### config.mk
export PLATFORM = sky130hd
export DESIGN_NAME = isaa_queue
export DESIGN_NICKNAME = d
export VERILOG_FILES = /design/src/hw/rtl/isaa_pkg.sv /design/src/hw/rtl/isaa_queue.sv
export SDC_FILE = /design/constraint.sdc
export NUM_CORES = 1
export LEC_CHECK = 0
export BUFFER_PORTS_ARGS = -buffer_cell sky130_fd_sc_hd__buf_4
export CORE_ASPECT_RATIO = 0.6
export CORE_UTILIZATION = 64
export DETAILED_ROUTE_END_ITERATION = 6
export PLACE_DENSITY = 0.95
export SYNTH_ARGS = -nofsm -noshare
export SYNTH_HDL_FRONTEND = slang
export SYNTH_SLANG_ARGS = --single-unit
### constraint.sdc
create_clock -name aclk -period 13.9 [get_ports aclk]
set_input_delay 2.78 -clock aclk [delete_from_list [all_inputs] [get_ports aclk]]
set_output_delay 2.78 -clock aclk [all_outputs]
set_load 0.01 [all_outputs]
### src/hw/rtl/isaa_pkg.sv
// Shared types and constants for the IMU stillness / accel average block.
// No dependencies.
package isaa_pkg;

    localparam int WINDOW_DEF   = 512;
    localparam int QUEUE_DEPTH  = 8;
    localparam int SAMPLE_W     = 16;
    localparam int GYRO_LIM_W   = 15;
    localparam int NORM_W       = 32;
    localparam int RUN_W        = 16;
    localparam int CFG_DATA_W   = 32;
    localparam int CFG_INDEX_W  = 2;
    localparam int S_DATA_W     = 96;
    localparam int M_DATA_W     = 72;

    localparam logic [GYRO_LIM_W-1:0] GYRO_LIMIT_RST    = 15'd8;
    localparam logic [NORM_W-1:0]     NORM_SQ_MIN_RST   = 32'd14200236;
    localparam logic [NORM_W-1:0]     NORM_SQ_MAX_RST   = 32'd19568945;
    localparam logic [RUN_W-1:0]      STABLE_NEEDED_RST = 16'd400;
    localparam logic [RUN_W-1:0]      RUN_MAX           = 16'hFFFF;

    typedef enum logic [CFG_INDEX_W-1:0] {
        REG_GYRO_LIMIT    = 2'd0,
        REG_NORM_SQ_MIN   = 2'd1,
        REG_NORM_SQ_MAX   = 2'd2,
        REG_STABLE_NEEDED = 2'd3
    } cfg_reg_t;

    typedef struct packed {
        logic [GYRO_LIM_W-1:0] gyro_limit;
        logic [NORM_W-1:0]     norm_sq_min;
        logic [NORM_W-1:0]     norm_sq_max;
        logic [RUN_W-1:0]      stable_needed;
    } isaa_cfg_t;

    // classified sample handed from front to back
    typedef struct packed {
        logic signed [SAMPLE_W-1:0] accel_z;
        logic signed [SAMPLE_W-1:0] accel_y;
        logic signed [SAMPLE_W-1:0] accel_x;
        logic                       still_now;
        logic [RUN_W-1:0]           run_length;
        logic                       calibrate;
    } isaa_item_t;

endpackage

### src/hw/rtl/isaa_queue.sv
// Small FIFO between front and back end.
// Depends on isaa_pkg.
module isaa_queue import isaa_pkg::*; (
    input  logic                                 aclk,
    input  logic                                 aresetn,
    input  logic                                 push_valid,
    input  isaa_item_t                           push_item,
    input  logic                                 pop,
    output logic                                 out_valid,
    output isaa_item_t                           out_item,
    output logic [$clog2(QUEUE_DEPTH+1)-1:0]     count
);

    localparam int PTR_W = $clog2(QUEUE_DEPTH);
    localparam int CNT_W = $clog2(QUEUE_DEPTH+1);

    isaa_item_t         slot_reg [QUEUE_DEPTH];
    logic [PTR_W-1:0]   wr_ptr_reg;
    logic [PTR_W-1:0]   rd_ptr_reg;
    logic [CNT_W-1:0]   count_reg;
    logic [CNT_W-1:0]   count_next;

    function automatic logic [PTR_W-1:0] bump(input logic [PTR_W-1:0] p);
        return (p == PTR_W'(QUEUE_DEPTH-1)) ? '0 : p + PTR_W'(1);
    endfunction

    always_comb begin
        count_next = count_reg;
        if (push_valid && !pop) begin
            count_next = count_reg + CNT_W'(1);
        end else if (pop && !push_valid) begin
            count_next = count_reg - CNT_W'(1);
        end
    end

    always_ff @(posedge aclk) begin
        if (!aresetn) begin
            wr_ptr_reg <= '0;
            rd_ptr_reg <= '0;
            count_reg  <= '0;
        end else begin
            count_reg <= count_next;
            if (push_valid) begin
                wr_ptr_reg <= bump(wr_ptr_reg);
            end
            if (pop) begin
                rd_ptr_reg <= bump(rd_ptr_reg);
            end
        end
        if (push_valid) begin
            slot_reg[wr_ptr_reg] <= push_item;
        end
    end

    assign out_valid = (count_reg != '0);
    assign out_item  = slot_reg[rd_ptr_reg];
    assign count     = count_reg;

endmodule

==> flow_summary.toml <==
[status]
status = "finished clean"

[power]
p_per_area_mw_per_mm2 = 143
p_leak_uw = 0.00747
vdd_drop_max_mv = 0.115

[synth]
ys_types = 25
yosysTopAreaCell = "edfxtp_1"
synthArstFlopShare_pct = 0
synth_xor_area_share_pct = 0.0857
yosys.area.top_type_share_pct = 77.6
yosys-top-cells-count = "edfxtp_1 (528), mux4_2 (132), mux2_2 (66)"
synth-seq-cells = 541
synth_fp_nets = 910
synth_warnings = 0
synthMuxAreaShare_pct = 18.5
synthAdderAreaFrac_pct = 0.526
ys_seq_area_share_pct = 78.8
synth_ff_type = "edfxtp_1"
synth-simple-area-share_pct = 0.765
syn-mean-instance-area_um2 = 24.6
yosysMostFrequentCell = "edfxtp_1"
yosys-top-cells-area = "edfxtp_1 (78%), mux4_2 (15%), mux2_2 (3.6%), dfxtp_1 (1.3%), buf_6 (0.50%)"
synth_edf_count = 528
netlist_area_mm2 = 0.0204
synth_top_family_by_area = "multiplexers"
synth_compound_area_share_pct = 0.165
postSynthCellCount = 832

[floorplanning]
core_area_mm2 = 0.0313
fp.dieW_um = 233
rows = 50
dieArea_mm2 = 0.0327
io_pins = 141
fp.dieH_um = 140
start_util_pct = 65.4

[min_path]
worstHoldStart = "count[3]$_SDFFE_PN0P_"
min_path_type = "flip-flop to flip-flop"
min_to = "count[3]$_SDFFE_PN0P_"
min_path_cells = 2

[drt]
routed_wl_mm = 40.1
via_count = 9114
drt_iter0_markers = 738
wl_per_cell_um = 27.9
postRouteAntennaNets = 0
drc = 0
viasPerCell = 6.33
drt_pass1_iterations = 5

[grt]
antenna_found_initial = 0
grt_max_degree = 78
grt_pass1_wl_mm = 59.6
gr-total-overflow = 0
grt_pass1_vias = 9578
grtUsageTotal_pct = 25.5

[flow_run]
cap_violations = 0

[timing]
period_share_pct = 44.4
drv_slew = 0
finalHoldViolCount = 0
tightest_slew_ps = 1150
fmax_mhz = 162
setup_violations = 0
rsz0062_at_grt = "false"
skew_ps = 19.6
setup-tns-final_ps = 0
period_needed_ps = 6170
slew_headroom_pct = 23.1

[place]
gp_congestion = 0.701
portBuffers = 140
hpwl_mm = 20.7
dpl.cell_count = 1363

[cts]
htree_levels = 2
cts_tree = "done"
cts_hold_buf = 0
clk_pin_slew_ps = 70
clock_path_buffers = 3
numCtsBuffers = 45
cts_resized = 0
cts.sinks = 541
post_cts_buffers = 0
clk_latency_ps = 550
cts_root_buffer = "clkbuf_16"

[worst_setup_path]
r2r_setup_slack_ps = 11260
r2r-end = "slot_reg[2][26]$_DFFE_PP_"
cp_cell_sequence = "buf_4 -> mux4_2 -> mux2_2 -> buf_4"
slowest_stage = "buf_4"
worstSetupStartpointType = "flip-flop"
r2r_cells = 3
critPathKind = "flip-flop to output pin"
arrival_ps = 3390
r2r-start = "wr_ptr_reg[0]$_SDFFE_PN0P_"
path_max_fanout = 52
cp_common_cell = "buf_4"
slowest_delay_ps = 910
worst_setup_path_end_kind = "output pin"
cp.required_ps = 11120

[layout]
instances_no_fill = 1439
drive_above_1_share_pct = 40.9
area_growth_pct = 14.3
num-nets-final = 1072
largest_register_ffs = 528
final_core_util_pct = 74.7
antennaDiodeCount = 0
kinds of logic after synthesis:
| family | after synthesis |
|---|---|
| compound gates | 6 |
| simple gates | 30 |
| mux | 204 |
| fa+ha+maj | 8 |
| flops | 541 |
| xor+xnor | 2 |
| buf+inv | 41 |
cells in the final DEF (no fill, tap or decap), types with 3 or more instances in the layout:
cell	n
bufinv_16	6
clkbuf_1	8
nand2_1	4
clkbuf_16	45
ha_1	7
nor2_4	6
mux4_2	132
nand2b_1	5
dfxtp_4	3
mux2_2	66
dfxtp_1	10
clkinv_1	13
buf_4	154
and2_1	3
edfxtp_1	528
mux2i_1	6
nor2b_1	6
layout make-up:
class | count | area [µm²]
clock inverters | 23 | 259
flip-flops and latches | 541 | 16100
fillers | 1623 | 7910
multi-input cells | 250 | 4150
clock buffers | 53 | 1160
well taps | 416 | 520
inverters | 2 | 7.51
repair buffers | 154 | 1160
routing by layer:
layer / up-vias / GRT usage, % / routed length [µm]
li1: 3858 / - / -
met5: - / 0 / 0
met1: 4778 / 35.1 / 15900
met4: 0 / 6.64 / 728
met3: 59 / 6.21 / 3160
met2: 419 / 41.5 / 20300
how the worst max path moves through the flow:
stage                                    end  slack [ps]  cells past startpoint
CTS                             out_item[14]        7630                      4
floorplan           slot_reg[0][0]$_DFFE_PP_        5960                      2
global route                    out_item[17]        7450                      4
finish                          out_item[17]        7730                      4
detailed placement              out_item[14]        8230                      4
global placement                out_item[14]        8290                      4
power by group:
| part | internal (µW) | switching [µW] | total, µW |
|---|---|---|---|
| Sequential | 1830 | 23.0 | 1850 |
| Clock | 703 | 541 | 1240 |
| Combinational | 134 | 121 | 255 |
stage by stage:
step / cell area [µm²] / hold WS (ps) / setup WS, ps / power (µW)
floorplan: 20400 / 496 / 5960 / 2030
global placement: 22000 / 467 / 8290 / 2120
detailed placement: 22000 / 483 / 8230 / 2140
CTS: 23400 / 494 / 7630 / 3370
global route: 23400 / 529 / 7450 / 3440
finish: 23400 / 490 / 7730 / 3350
critical path: cells and delay by family (launching register included):
family                 cells  cell delay (ps)
multiplexers               2              950
flip-flops                 1              790
buffers and inverters      2             1050
(Power assumes the default switching activity.)
