File: src/hw/rtl/isaa_pkg.sv
// Shared types and constants for the IMU stillness / accel average block.
// No dependencies.
package isaa_pkg;

    localparam int WINDOW_DEF   = 512;
    localparam int QUEUE_DEPTH  = 8;
    localparam int SAMPLE_W     = 16;
    localparam int GYRO_LIM_W   = 15;
    localparam int NORM_W       = 32;
    localparam int RUN_W        = 16;
    localparam int CFG_DATA_W   = 32;
    localparam int CFG_INDEX_W  = 2;
    localparam int S_DATA_W     = 96;
    localparam int M_DATA_W     = 72;

    localparam logic [GYRO_LIM_W-1:0] GYRO_LIMIT_RST    = 15'd8;
    localparam logic [NORM_W-1:0]     NORM_SQ_MIN_RST   = 32'd14200236;
    localparam logic [NORM_W-1:0]     NORM_SQ_MAX_RST   = 32'd19568945;
    localparam logic [RUN_W-1:0]      STABLE_NEEDED_RST = 16'd400;
    localparam logic [RUN_W-1:0]      RUN_MAX           = 16'hFFFF;

    typedef enum logic [CFG_INDEX_W-1:0] {
        REG_GYRO_LIMIT    = 2'd0,
        REG_NORM_SQ_MIN   = 2'd1,
        REG_NORM_SQ_MAX   = 2'd2,
        REG_STABLE_NEEDED = 2'd3
    } cfg_reg_t;

    typedef struct packed {
        logic [GYRO_LIM_W-1:0] gyro_limit;
        logic [NORM_W-1:0]     norm_sq_min;
        logic [NORM_W-1:0]     norm_sq_max;
        logic [RUN_W-1:0]      stable_needed;
    } isaa_cfg_t;

    // classified sample handed from front to back
    typedef struct packed {
        logic signed [SAMPLE_W-1:0] accel_z;
        logic signed [SAMPLE_W-1:0] accel_y;
        logic signed [SAMPLE_W-1:0] accel_x;
        logic                       still_now;
        logic [RUN_W-1:0]           run_length;
        logic                       calibrate;
    } isaa_item_t;

endpackage

File: src/hw/rtl/isaa_front.sv
// Front end: squares, gyro magnitude test, norm band test and run counter.
// Depends on isaa_pkg.
module isaa_front import isaa_pkg::*; (
    input  logic                aclk,
    input  logic                aresetn,
    input  isaa_cfg_t           cfg,
    input  logic                in_valid,
    input  logic [S_DATA_W-1:0] in_data,
    output logic                push_valid,
    output isaa_item_t          push_item,
    output logic [1:0]          inflight
);

    logic                       f1_valid_reg;
    logic                       f1_gyro_ok_reg;
    logic [30:0]                f1_sq_reg [3];
    logic signed [SAMPLE_W-1:0] f1_accel_reg [3];

    logic                       f2_valid_reg;
    isaa_item_t                 f2_item_reg;
    logic [RUN_W-1:0]           run_reg;

    logic                       gyro_ok_next;
    logic [30:0]                sq_next [3];
    logic [NORM_W-1:0]          nsq;
    logic                       still;
    logic [RUN_W-1:0]           run_next;

    always_comb begin
        logic signed [SAMPLE_W-1:0] g;
        logic signed [SAMPLE_W-1:0] a;
        logic [SAMPLE_W:0]          mag;
        logic signed [31:0]         prod;
        gyro_ok_next = 1'b1;
        for (int i = 0; i < 3; i++) begin
            g    = in_data[i*SAMPLE_W +: SAMPLE_W];
            a    = in_data[(i+3)*SAMPLE_W +: SAMPLE_W];
            mag  = g[SAMPLE_W-1] ? ((SAMPLE_W+1)'(0) - {g[SAMPLE_W-1], g})
                                 : {1'b0, g};
            if (mag >= {2'b00, cfg.gyro_limit}) begin
                gyro_ok_next = 1'b0;
            end
            prod       = a * a;
            sq_next[i] = prod[30:0];
        end
    end

    always_ff @(posedge aclk) begin
        if (!aresetn) begin
            f1_valid_reg <= 1'b0;
        end else begin
            f1_valid_reg <= in_valid;
        end
        if (in_valid) begin
            f1_gyro_ok_reg <= gyro_ok_next;
            for (int i = 0; i < 3; i++) begin
                f1_sq_reg[i]    <= sq_next[i];
                f1_accel_reg[i] <= in_data[(i+3)*SAMPLE_W +: SAMPLE_W];
            end
        end
    end

    // at most 3 * 2^30, fits in 32 bits
    assign nsq = {1'b0, f1_sq_reg[0]} + {1'b0, f1_sq_reg[1]} + {1'b0, f1_sq_reg[2]};
    assign still = f1_gyro_ok_reg && (nsq > cfg.norm_sq_min) && (nsq < cfg.norm_sq_max);

    always_comb begin
        if (!still) begin
            run_next = '0;
        end else if (run_reg == RUN_MAX) begin
            run_next = run_reg;
        end else begin
            run_next = run_reg + RUN_W'(1);
        end
    end

    always_ff @(posedge aclk) begin
        if (!aresetn) begin
            f2_valid_reg <= 1'b0;
            run_reg      <= '0;
        end else begin
            f2_valid_reg <= f1_valid_reg;
            if (f1_valid_reg) begin
                run_reg <= run_next;
            end
        end
        if (f1_valid_reg) begin
            f2_item_reg.accel_x    <= f1_accel_reg[0];
            f2_item_reg.accel_y    <= f1_accel_reg[1];
            f2_item_reg.accel_z    <= f1_accel_reg[2];
            f2_item_reg.still_now  <= still;
            f2_item_reg.run_length <= run_next;
            f2_item_reg.calibrate  <= (run_next >= cfg.stable_needed);
        end
    end

    assign push_valid = f2_valid_reg;
    assign push_item  = f2_item_reg;
    assign inflight   = {1'b0, f1_valid_reg} + {1'b0, f2_valid_reg};

endmodule

File: config.mk
export PLATFORM = sky130hd
export DESIGN_NAME = isaa_front
export DESIGN_NICKNAME = d
export VERILOG_FILES = /design/src/hw/rtl/isaa_pkg.sv /design/src/hw/rtl/isaa_front.sv
export SDC_FILE = /design/constraint.sdc
export NUM_CORES = 2
export LEC_CHECK = 0
export BUFFER_PORTS_ARGS = -buffer_cell sky130_fd_sc_hd__buf_2
export CAP_MARGIN = 5
export CORE_MARGIN = 4
export CORE_UTILIZATION = 25
export CTS_CLUSTER_DIAMETER = 200
export DETAILED_ROUTE_END_ITERATION = 10
export SLEW_MARGIN = 15
export SYNTH_ARGS = -nofsm -noshare
export SYNTH_HDL_FRONTEND = slang
export SYNTH_SLANG_ARGS = --single-unit
File: constraint.sdc
create_clock -name aclk -period 7 [get_ports aclk]
set_input_delay 0.35 -clock aclk [delete_from_list [all_inputs] [get_ports aclk]]
set_output_delay 0.35 -clock aclk [all_outputs]
set_load 0.01 [all_outputs]
==> flow_results.xml <==
<?xml version="1.0" encoding="UTF-8"?>
<metrics>
  <group name="outcome">
    <metric name="run_status" unit="">completed</metric>
  </group>
  <group name="floorplanning">
    <metric name="dieHeight" unit="um">402</metric>
    <metric name="starting_density_of_the_core" unit="%">25.2</metric>
    <metric name="floorplan.core_area" unit="um2">154000</metric>
    <metric name="placementRows" unit="">144</metric>
    <metric name="floorplan.die_area" unit="um2">162000</metric>
    <metric name="i_o_pin_cnt" unit="">263</metric>
    <metric name="overall_die_width" unit="um">402</metric>
  </group>
  <group name="worst_setup_path">
    <metric name="setup.worst_path.end_class" unit="">flop</metric>
    <metric name="worst_path_dominant_cell_family" unit="">compound AO/OA/AOI/OAI gates</metric>
    <metric name="critical_path_arrival" unit="ps">6770</metric>
    <metric name="crit_path_start_kind" unit="">flop</metric>
    <metric name="critical_path.most_common_cell" unit="">sky130_fd_sc_hd__a21oi_1</metric>
    <metric name="path_buf_inv" unit="">1</metric>
    <metric name="rr_worst_depth" unit="">28</metric>
    <metric name="critical_path_class" unit="">reg2reg</metric>
    <metric name="cp_slowest_stage_delay" unit="ps">490</metric>
    <metric name="critPathSlowestCell" unit="">sky130_fd_sc_hd__fa_1</metric>
    <metric name="worst_r2r_startpoint" unit="">f1_sq_reg[0][4]$_DFFE_PP_</metric>
    <metric name="r2r_slack" unit="ps">600</metric>
    <metric name="worst_setup_path_startpoint" unit="">f1_sq_reg[0][4]$_DFFE_PP_</metric>
    <metric name="r2r_end" unit="">push_item[0]$_DFFE_PP_</metric>
    <metric name="worst-endpoint-required" unit="ps">7370</metric>
    <metric name="crit_path_max_fanout" unit="">9</metric>
  </group>
  <group name="sta">
    <metric name="timing.final.crit_share" unit="%">91.5</metric>
    <metric name="fin_skew" unit="ps">17.1</metric>
    <metric name="tightest_slew" unit="ps">973</metric>
    <metric name="timing.final.hold_violations" unit="">0</metric>
    <metric name="max_slew_margin" unit="%">35.2</metric>
    <metric name="maxClockFrequency" unit="GHz">0.156</metric>
    <metric name="maxSlewViolCount" unit="">0</metric>
    <metric name="setup_viol" unit="">0</metric>
    <metric name="unrepaired_setup_endpoints_after_global_routing" unit="">false</metric>
    <metric name="setup_tns" unit="ps">0</metric>
    <metric name="min_period" unit="ps">6400</metric>
  </group>
  <group name="job">
    <metric name="max_cap_viol_count" unit="">0</metric>
  </group>
  <group name="layout">
    <metric name="layout-drive-gt1-share" unit="%">9.49</metric>
    <metric name="fin_nets" unit="">5481</metric>
    <metric name="largest_reg_flops" unit="">90</metric>
    <metric name="fillerInstances" unit="">16300</metric>
    <metric name="areaGrowthSynthToFinish" unit="%">13.1</metric>
  </group>
  <group name="clocking">
    <metric name="clock_tree.root_cell" unit="">sky130_fd_sc_hd__clkbuf_16</metric>
    <metric name="tritoncts" unit="">done</metric>
    <metric name="setup_bufs_post_cts" unit="">0</metric>
    <metric name="cts_made_buffers" unit="">31</metric>
    <metric name="cts.path.max_buffers" unit="">3</metric>
    <metric name="cts_num_sinks" unit="">220</metric>
    <metric name="cts.reportedPaths.clkPinSlew" unit="ps">60</metric>
    <metric name="clock_latency" unit="ps">630</metric>
    <metric name="h-tree-depth" unit="">1</metric>
  </group>
  <group name="synthesis">
    <metric name="async_reset_ff_share" unit="%">0</metric>
    <metric name="yosys.cell_types.count" unit="">83</metric>
    <metric name="synth_top_area_share" unit="%">37.7</metric>
    <metric name="synth_flop_cell" unit="">sky130_fd_sc_hd__edfxtp_1</metric>
    <metric name="yosysTopAreaCell" unit="">sky130_fd_sc_hd__fa_1</metric>
    <metric name="postSynthAreaPerCell" unit="um2">9.97</metric>
    <metric name="synth_area_leaders" unit="">sky130_fd_sc_hd__fa_1, sky130_fd_sc_hd__edfxtp_1, sky130_fd_sc_hd__ha_1</metric>
    <metric name="postSynthRegisterBits" unit="">220</metric>
    <metric name="synth.yosys.warnings" unit="">0</metric>
    <metric name="mappedNetlistArea" unit="um2">38800</metric>
    <metric name="yosysSeqAreaShare" unit="%">16.6</metric>
    <metric name="synth_edf_count" unit="">202</metric>
    <metric name="synthesis.instances" unit="">3892</metric>
  </group>
  <group name="global_routing">
    <metric name="global_route.usage.total" unit="%">12.6</metric>
    <metric name="antenna_found_initial" unit="">5</metric>
    <metric name="wire_length_of_the_first_global_routing_pass" unit="mm">161</metric>
    <metric name="grt_pass1_vias" unit="">29000</metric>
    <metric name="grt_max_degree" unit="">72</metric>
    <metric name="grt_overflow" unit="">0</metric>
  </group>
  <group name="min_path">
    <metric name="timing.hold.worst_endpoint" unit="">f1_accel_reg[0][35]$_DFFE_PP_</metric>
    <metric name="hold_path_startpoint" unit="">in_data[83]</metric>
    <metric name="worst_hold_path_type" unit="">in2reg</metric>
    <metric name="min_delay_path_depth" unit="">1</metric>
  </group>
  <group name="placement">
    <metric name="detailedPlacementHpwl" unit="mm">86.6</metric>
    <metric name="port_buffers" unit="">262</metric>
    <metric name="routabilityCongestion" unit="">0.884</metric>
  </group>
  <group name="detailed_routing">
    <metric name="remaining_drc_errors" unit="">0</metric>
    <metric name="antenna_left" unit="">0</metric>
    <metric name="drt_first_pass_iters" unit="">7</metric>
    <metric name="drt_first_iter_violations" unit="">1306</metric>
    <metric name="wl_met2" unit="mm">48.2</metric>
    <metric name="vias" unit="">26900</metric>
    <metric name="total_routed_length" unit="mm">102</metric>
    <metric name="met3WireLength" unit="mm">5.50</metric>
    <metric name="wl_per_cell" unit="um">16.3</metric>
    <metric name="wirelength_met1" unit="mm">45.9</metric>
    <metric name="top_layer" unit="">met5</metric>
    <metric name="route.detailed.vias_per_inst" unit="">4.32</metric>
  </group>
</metrics>
-- Yosys cell counts (all sizes together), types with 4 or more instances --
cell type and count:
a2111oi 4, a211o 6, a211oi 32, a21boi 6
a21o 68, a21oi 123, a22o 4, a31o 4
a31oi 12, and2 148, and3 18, and4 9
buf 9, clkbuf 71, dfxtp 18, edfxtp 202
fa 730, ha 398, inv 1022, nand2 265
nand2b 48, nand3 38, nand4 24, nor2 139
nor2b 25, nor3 28, nor4 8, o2111ai 6
o211ai 14, o21a 15, o21ai 98, o21bai 13
o31a 4, o31ai 18, o41ai 9, or2 8
or3 13, or4 8, xnor2 151, xor2 39
-- stage by stage --
stage | setup slack, ps | area (um2) | utilization (%) | instances | hold WS, ps
3_5_place_dp | 284 | 42700 | 27.7 | 6167 | 405
3_3_place_gp | 386 | 42700 | 27.7 | 6167 | 401
6_report | 595 | 43900 | 28.5 | 6232 | 56.3
2_1_floorplan | 616 | 38800 | - | 3894 | 400
4_1_cts | 412 | 43800 | 28.4 | 6228 | 8.35
5_1_grt | 40.9 | 43900 | 28.5 | 6228 | 28.1
-- worst max-delay path by stage --
stage	to	slack, ps	cells after the start
floorplan	f1_sq_reg[0][60]$_DFFE_PP_	620	23
global placement	f1_sq_reg[0][28]$_DFFE_PP_	390	23
detailed placement	f1_sq_reg[0][28]$_DFFE_PP_	280	23
CTS	push_item[0]$_DFFE_PP_	410	29
global route	push_item[0]$_DFFE_PP_	40	30
finish	push_item[0]$_DFFE_PP_	600	28
-- final cells by class --
class | instances | area, um2 | area share, %
inverters | 1023 | 3840 | 8.75
flip-flops and latches | 220 | 6430 | 14.6
clock inverters | 27 | 304 | 0.693
diodes | 4 | 10.0 | 0.0228
multi-input cells | 2571 | 28300 | 64.4
repair buffers | 312 | 1700 | 3.87
well taps | 2044 | 2560 | 5.83
clock buffers | 31 | 776 | 1.77
-- layer usage --
layer  GRT usage [%]  up-vias
met5               0        -
met4            2.69        4
met3            2.09       98
met2            21.3      610
met1            17.0    13500
li1                -    12700
-- cells in the final DEF (no fill, tap or decap), types with 15 or more instances in the layout --
cell type,synthesis,final
sky130_fd_sc_hd__xnor2_1,151,149
sky130_fd_sc_hd__edfxtp_1,202,202
sky130_fd_sc_hd__inv_1,1019,1019
sky130_fd_sc_hd__ha_1,398,398
sky130_fd_sc_hd__a21o_1,68,68
sky130_fd_sc_hd__xor2_1,39,39
sky130_fd_sc_hd__a21oi_1,123,123
sky130_fd_sc_hd__and2_1,147,147
sky130_fd_sc_hd__buf_2,7,261
sky130_fd_sc_hd__nand4_1,24,24
sky130_fd_sc_hd__and3_1,17,17
sky130_fd_sc_hd__buf_4,1,47
sky130_fd_sc_hd__clkbuf_16,0,31
sky130_fd_sc_hd__nor2_1,139,139
sky130_fd_sc_hd__dfxtp_1,18,17
sky130_fd_sc_hd__fa_1,730,730
sky130_fd_sc_hd__o21ai_0,78,78
sky130_fd_sc_hd__nand2b_1,47,47
sky130_fd_sc_hd__o31ai_1,16,15
sky130_fd_sc_hd__nor3_1,28,28
sky130_fd_sc_hd__nor2b_1,25,25
sky130_fd_sc_hd__o21a_1,15,15
sky130_fd_sc_hd__nand2_1,264,264
sky130_fd_sc_hd__a211oi_1,30,30
sky130_fd_sc_hd__o21ai_1,20,19
sky130_fd_sc_hd__nand3_1,37,37
-- cell families after synthesis --
| logic type | Yosys count | synth area share [%] |
|---|---|---|
| buffers and inverters | 1103 | 10.7 |
| adder cells (fa/ha/maj) | 1128 | 50.5 |
| AND/OR/NAND/NOR | 790 | 10.1 |
| multiplexers | 3 | 0.0838 |
| AO/OA/AOI/OAI | 457 | 7.73 |
| flip-flops | 220 | 16.6 |
| XOR/XNOR | 190 | 4.29 |
| other | 1 | 0.00966 |
-- timing repair --
item | CTS | global route
setup endpoints to repair | 0 | 1
hold buffers | 3 | 0
hold endpoints to repair | 3 | 0
gates resized for setup | 0 | 8
Power is not shown: default switching activity piles up to over one toggle a cycle in this logic, so the estimate is an artifact.
